==> config.mk <==
export PLATFORM = sky130hd
export DESIGN_NAME = key_click_long_press_detector
export DESIGN_NICKNAME = d
export VERILOG_FILES = /design/src/rtl/kcd_pkg.sv /design/src/rtl/key_click_long_press_detector.sv
export SDC_FILE = /design/constraint.sdc
export NUM_CORES = 1
export LEC_CHECK = 0
export ABC_AREA = 1
export BUFFER_PORTS_ARGS = -buffer_cell sky130_fd_sc_hd__buf_2
export CAP_MARGIN = 0
export CORE_ASPECT_RATIO = 0.75
export CORE_MARGIN = 4
export CORE_UTILIZATION = 29
export DETAILED_ROUTE_END_ITERATION = 7
export PLACE_DENSITY_LB_ADDON = 0.05
export SETUP_SLACK_MARGIN = 0.4
export SYNTH_ARGS = -nofsm -noshare
export SYNTH_HDL_FRONTEND = slang
export SYNTH_SLANG_ARGS = --single-unit
export TNS_END_PERCENT = 100
==> constraint.sdc <==
create_clock -name clk -period 1.9 [get_ports clk]
set_clock_uncertainty 0.15 [all_clocks]
set_input_delay 0.57 -clock clk [delete_from_list [all_inputs] [get_ports clk]]
set_output_delay 0.57 -clock clk [all_outputs]
set_load 0.02 [all_outputs]
==> src/rtl/kcd_pkg.sv <==
// kcd_pkg: shared types and constants of the key click / long press detector
// used by key_click_long_press_detector and kcd_checker; no dependencies
`timescale 1ns / 1ps

package kcd_pkg;

  // payload widths
  localparam int LEVELS_W  = 5;
  localparam int KEY_IDX_W = 3;
  localparam int TICKS_W   = 13;
  localparam int EVENT_W   = 2;
  localparam int CFG_AW    = 3;
  localparam int CFG_DW    = 32;

  // press counter ceiling and reset threshold
  localparam logic [TICKS_W-1:0] TICK_CEILING     = 13'd5001;
  localparam logic [TICKS_W-1:0] LONG_TICKS_RESET = 13'd1000;

  // operation codes
  localparam logic OP_TICK = 1'b0;
  localparam logic OP_READ = 1'b1;

  // register index, taken from paddr bit 2
  localparam logic REG_LONG_TICKS = 1'b0;
  localparam logic REG_ACTIVE_LOW = 1'b1;

  // key events
  typedef enum logic [EVENT_W-1:0] {
    EV_RELEASE = 2'd0,
    EV_PRESS   = 2'd1,
    EV_CLICK   = 2'd2,
    EV_LONG    = 2'd3
  } ev_t;

endpackage

==> src/rtl/key_click_long_press_detector.sv <==
// key_click_long_press_detector: per-key press / click / long press classifier
// depends on kcd_pkg; checked by kcd_checker (bound in its own file)
`timescale 1ns / 1ps

// channel  direction  handshake            payload
// in_      input      in_valid / in_stall  in_op, in_levels, in_key_index
// out_     output     out_valid/out_stall  out_event_res, out_raw_pressed
// cfg_     input      apb write/read       long_press_ticks (0x0), active_low (0x4)
//
// one transaction per cycle while in_stall is low; a read transaction's result
// passes the input stage and then the result register, a tick gives none
// all keys update in parallel in one pass between the two registers
// synchronous active-low reset clears all key state and loads register defaults
// a stalled result holds; the input stage stalls only when it holds a read and
// the result register is full and stalled

module key_click_long_press_detector #(
  parameter int NUM_KEYS = 5
) (
  input  logic                           clk,
  input  logic                           rst_n,
  // input channel
  input  logic                           in_valid,
  output logic                           in_stall,
  input  logic                           in_op,
  input  logic [kcd_pkg::LEVELS_W-1:0]   in_levels,
  input  logic [kcd_pkg::KEY_IDX_W-1:0]  in_key_index,
  // result channel
  output logic                           out_valid,
  input  logic                           out_stall,
  output logic [kcd_pkg::EVENT_W-1:0]    out_event_res,
  output logic                           out_raw_pressed,
  // configuration port
  input  logic                           cfg_psel,
  input  logic                           cfg_penable,
  input  logic                           cfg_pwrite,
  input  logic [kcd_pkg::CFG_AW-1:0]     cfg_paddr,
  input  logic [kcd_pkg::CFG_DW-1:0]     cfg_pwdata,
  output logic [kcd_pkg::CFG_DW-1:0]     cfg_prdata,
  output logic                           cfg_pready
);

  import kcd_pkg::*;

  localparam int KEY_W = (NUM_KEYS > 1) ? $clog2(NUM_KEYS) : 1;

  // configuration registers
  logic [TICKS_W-1:0] long_ticks_r;
  logic               active_low_r;
  logic               cfg_wr;
  logic               cfg_reg;

  // input stage
  logic                 s1_valid_r, s1_valid_nxt;
  logic                 s1_op_r;
  logic [LEVELS_W-1:0]  s1_levels_r;
  logic [KEY_IDX_W-1:0] s1_idx_r;
  logic                 s1_go;
  logic                 in_take;

  // key state
  logic [NUM_KEYS-1:0] held_r, held_nxt;
  logic [NUM_KEYS-1:0] last_r, last_nxt;
  logic [TICKS_W-1:0]  ticks_r [NUM_KEYS];
  logic [TICKS_W-1:0]  ticks_nxt [NUM_KEYS];
  ev_t                 event_r [NUM_KEYS];
  ev_t                 event_nxt [NUM_KEYS];

  // tick and read decode
  logic [LEVELS_W+NUM_KEYS-1:0] lvl_wide;
  logic [NUM_KEYS-1:0]          pressed_vec;
  logic                         idx_ok;
  logic [KEY_W-1:0]             key_sel;
  logic                         do_tick;
  logic                         do_read;

  // result register
  logic       out_valid_r, out_valid_nxt;
  ev_t        out_event_r;
  logic       out_raw_r;

  // apb access
  assign cfg_pready = 1'b1;
  assign cfg_reg    = cfg_paddr[2];
  assign cfg_wr     = cfg_psel && cfg_penable && cfg_pwrite && cfg_pready;

  always_comb begin
    if (cfg_reg == REG_ACTIVE_LOW) begin
      cfg_prdata = {{(CFG_DW-1){1'b0}}, active_low_r};
    end else begin
      cfg_prdata = {{(CFG_DW-TICKS_W){1'b0}}, long_ticks_r};
    end
  end

  always_ff @(posedge clk) begin
    if (!rst_n) begin
      long_ticks_r <= LONG_TICKS_RESET;
      active_low_r <= 1'b1;
    end else if (cfg_wr) begin
      if (cfg_reg == REG_LONG_TICKS) begin
        long_ticks_r <= cfg_pwdata[TICKS_W-1:0];
      end else begin
        active_low_r <= cfg_pwdata[0];
      end
    end
  end

  // input stage advances unless a read waits on a full, stalled result register
  assign s1_go    = s1_valid_r && ((s1_op_r == OP_TICK) || !out_valid_r || !out_stall);
  assign in_stall = s1_valid_r && !s1_go;
  assign in_take  = in_valid && !in_stall;

  always_comb begin
    s1_valid_nxt = s1_valid_r;
    if (in_take) begin
      s1_valid_nxt = 1'b1;
    end else if (s1_go) begin
      s1_valid_nxt = 1'b0;
    end
  end

  always_ff @(posedge clk) begin
    if (!rst_n) begin
      s1_valid_r <= 1'b0;
    end else begin
      s1_valid_r <= s1_valid_nxt;
    end
  end

  always_ff @(posedge clk) begin
    if (in_take) begin
      s1_op_r     <= in_op;
      s1_levels_r <= in_levels;
      s1_idx_r    <= in_key_index;
    end
  end

  // pressed level per key; keys without a level bit see level zero
  assign lvl_wide    = {{NUM_KEYS{1'b0}}, s1_levels_r};
  assign pressed_vec = lvl_wide[NUM_KEYS-1:0] ^ {NUM_KEYS{active_low_r}};

  assign do_tick = s1_go && (s1_op_r == OP_TICK);
  assign do_read = s1_go && (s1_op_r == OP_READ);
  assign idx_ok  = int'(s1_idx_r) < NUM_KEYS;
  assign key_sel = KEY_W'(s1_idx_r);

  // key state update: all keys on a tick, one event clear on a read
  always_comb begin
    held_nxt = held_r;
    last_nxt = last_r;
    for (int k = 0; k < NUM_KEYS; k++) begin
      ticks_nxt[k] = ticks_r[k];
      event_nxt[k] = event_r[k];
    end
    if (do_tick) begin
      last_nxt = pressed_vec;
      for (int k = 0; k < NUM_KEYS; k++) begin
        if (!held_r[k]) begin
          if (pressed_vec[k]) begin
            held_nxt[k]  = 1'b1;
            event_nxt[k] = EV_PRESS;
          end else begin
            ticks_nxt[k] = '0;
          end
        end else if (pressed_vec[k]) begin
          if (ticks_r[k] < TICK_CEILING) begin
            ticks_nxt[k] = ticks_r[k] + 1'b1;
          end
        end else begin
          held_nxt[k]  = 1'b0;
          event_nxt[k] = (ticks_r[k] >= long_ticks_r) ? EV_LONG : EV_CLICK;
          ticks_nxt[k] = '0;
        end
      end
    end else if (do_read && idx_ok) begin
      if (event_r[key_sel] inside {EV_CLICK, EV_LONG}) begin
        event_nxt[key_sel] = EV_RELEASE;
      end
    end
  end

  always_ff @(posedge clk) begin
    if (!rst_n) begin
      held_r <= '0;
      last_r <= '0;
      for (int k = 0; k < NUM_KEYS; k++) begin
        ticks_r[k] <= '0;
        event_r[k] <= EV_RELEASE;
      end
    end else begin
      held_r <= held_nxt;
      last_r <= last_nxt;
      for (int k = 0; k < NUM_KEYS; k++) begin
        ticks_r[k] <= ticks_nxt[k];
        event_r[k] <= event_nxt[k];
      end
    end
  end

  // result register
  always_comb begin
    out_valid_nxt = out_valid_r;
    if (do_read) begin
      out_valid_nxt = 1'b1;
    end else if (out_valid_r && !out_stall) begin
      out_valid_nxt = 1'b0;
    end
  end

  always_ff @(posedge clk) begin
    if (!rst_n) begin
      out_valid_r <= 1'b0;
    end else begin
      out_valid_r <= out_valid_nxt;
    end
  end

  always_ff @(posedge clk) begin
    if (do_read) begin
      out_event_r <= idx_ok ? event_r[key_sel] : EV_RELEASE;
      out_raw_r   <= idx_ok ? last_r[key_sel] : 1'b0;
    end
  end

  assign out_valid       = out_valid_r;
  assign out_event_res   = out_event_r;
  assign out_raw_pressed = out_raw_r;

endmodule

==> flow_summary.yaml <==
cells_and_area:
  nets: 1492
  layout_commonest_cell: "nand2_1"
  stdcell_area_sq_um: 11100
  layout-drive-gt1-share_pct: 30.0
  diodes: 0
  mostFrequentLayoutCells: "nand2_1, nor2_1, inv_1"
  area_growth_pct: 40.7
  final_util_pct: 41.3
synth:
  synth_area_sq_um: 7920
  ys_seq_elements: 111
  ys_async_sr_fraction_pct: 0
  avgSynthCellArea_sq_um: 6.50
  yosys_warnings: 0
  synthDistinctLibCells: 48
  synth-edff-count: 12
  synth_ff_type: "dfxtp_1"
  yosysSeqAreaShare_pct: 29.6
  postSynthCellCount: 1217
routing:
  route.detailed.drc: 0
  ant_nets: 0
  num_vias: 8030
  routed_wl_mm: 27.5
  post_drt_wl_per_cell_um: 15.9
  drt-vias-per-instance: 4.65
  drt-initial-drc-count: 331
  drt_pass1_iterations: 5
cts:
  cts_tree: "done"
  clockBufferDepth: 2
  cts-root-buf: "clkbuf_16"
  path_clk_slew_ns: 0.08
  cts_made_buffers: 9
  h-tree-depth: 3
  clock_latency_ns: 0.38
  clock-sinks: 111
setup_path:
  crit_start: "out_valid"
  reg2reg_slack_ns: 0.07
  r2r-start: "s1_op_r"
  ff2ff_path_depth: 11
  r2r_end: "event_r[1][1]"
  crit_required_ns: 1.18
  crit_arrival_ns: 1.19
  path_max_fanout: 3
  critPathKind: "reg2out"
  start_kind: "register"
  endpoint_kind: "output port"
grt:
  grt_pass1_wl_mm: 42.8
  grt_max_degree: 34
  antenna_found_initial: 0
  grt_overflow: 0
  grt_pass1_vias: 7486
  grt_usage_pct: 18.5
worst_hold_path:
  min_from: "in_levels[3]"
  min_path_type: "in2reg"
  min_path_cells: 1
  holdPathEnd: "s1_levels_r[3]"
pwr:
  powerDensity_nw_per_um2: 508
  ir_drop_mv: 0.437
  cellLeakagePower_nw: 4.67
place:
  post_dp_cell_area_sq_um: 9500
  place_congestion: 0.795
  detailed_place_hpwl_mm: 20.4
  io_buffers: 47
sta:
  whs_ns: 0.222
  fmax_mhz: 525
  setup_viol: 1
  fin_crit_sh_pct: 100
  fin_ws_ns: -0.00604
  maxSlewViolCount: 0
  min_period_ns: 1.91
  finalHoldViolCount: 0
  rsz0062_at_grt: "yes"
die:
  die-height_um: 151
  core_area_sq_um: 26900
  io_pins: 89
  start_util_pct: 29.4
  fp-row-count: 52
  dieArea_sq_um: 30000
  die_x_um: 199
run_status:
  violations: "negative setup slack"
  status: "finished with violations"
flow_run:
  cap_violations: 0
-- where the power goes --
part | total (mW) | switching, mW | internal [mW]
clock network | 2.22 | 1.02 | 1.20
logic | 0.946 | 0.561 | 0.385
registers | 2.49 | 0.0646 | 2.42
total | 5.65 | 1.64 | 4.01
-- worst max-delay path: stages, from the launching register on --
cell	delay (ns)
dfxtp_4	0.38
nand2_8	0.05
nor3b_4	0.23
buf_6	0.15
-- state kept, by name, indices dropped and copies added (netlist names), 2 cells and up, named ones only --
| register | flops |
|---|---|
| ticks_r | 65 |
| long_ticks_r | 13 |
| event_r | 10 |
| held_r | 5 |
| s1_levels_r | 5 |
| key_sel | 3 |
| out_event_res | 2 |
-- stage by stage --
stage               std cells   TNS, ns  setup slack [ns]  power, mW
floorplan                1235         0             0.216       3.02
global placement         1677   -0.0312           -0.0304       3.32
detailed placement       1677   -0.0734           -0.0251       3.32
CTS                      1719   -0.0151           -0.0151       5.70
global route             1727    -0.116           -0.0625       5.90
finish                   1727  -0.00604          -0.00604       5.65
-- kinds of logic after synthesis --
kind of cell	Yosys count	synth area share [%]
adder cells (fa/ha/maj)	70	11.1
flip-flops	111	29.6
other	2	0.0949
AO/OA/AOI/OAI	190	12.9
XOR/XNOR	11	1.60
AND/OR/NAND/NOR	642	34.2
buffers and inverters	191	10.5
-- per-layer routing --
layer / wire (um) / up-vias / track usage, %
met5: 0 / - / 0
met4: 323 / 0 / 4.00
met3: 902 / 21 / 2.98
met2: 11500 / 113 / 27.3
met1: 14800 / 3644 / 28.2
li1: - / 4252 / -
-- Yosys cell counts (5+ instances only) --
cell	n	area, sq um
nand2_1	288	1080
nor2_1	182	683
inv_1	138	518
a21oi_1	110	551
nand3_1	106	531
dfxtp_1	99	1980
ha_1	70	876
o21ai_0	53	265
buf_4	21	158
nor3_1	18	90.1
clkbuf_1	14	52.6
nand2_2	14	87.6
edfxtp_1	12	360
nand4_1	9	56.3
nor4_1	9	56.3
buf_2	6	30.0
inv_2	5	18.8
nor2_2	5	31.3
o21bai_1	5	37.5
xor2_1	5	43.8
-- repair_timing --
item,in CTS,in global routing
pin swaps,65,48
endpoints found under the setup margin,97,105
cloned,3,0
setup buffers,23,8
resized for setup,185,81
hold buffers,0,0
-- worst max-delay path by stage --
stage          slack (ns)  depth (start not counted)             to
3_5_place_dp        -0.03                          9  event_r[4][0]
3_3_place_gp        -0.03                          5  cfg_prdata[0]
6_report           -0.006                          3       in_stall
2_1_floorplan        0.22                          2       in_stall
5_1_grt             -0.06                          3       in_stall
4_1_cts             -0.02                          3       in_stall
-- layout make-up --
class | instances | area, sq um
fillers | 2906 | 15800
multi-input cells | 934 | 5780
flip-flops and latches | 111 | 2420
repair buffers | 168 | 1570
inverters | 146 | 591
well taps | 351 | 439
clock buffers | 10 | 239
clock inverters | 6 | 90.1
repair inverters | 1 | 6.26
Power figures use the tool's default switching activity.
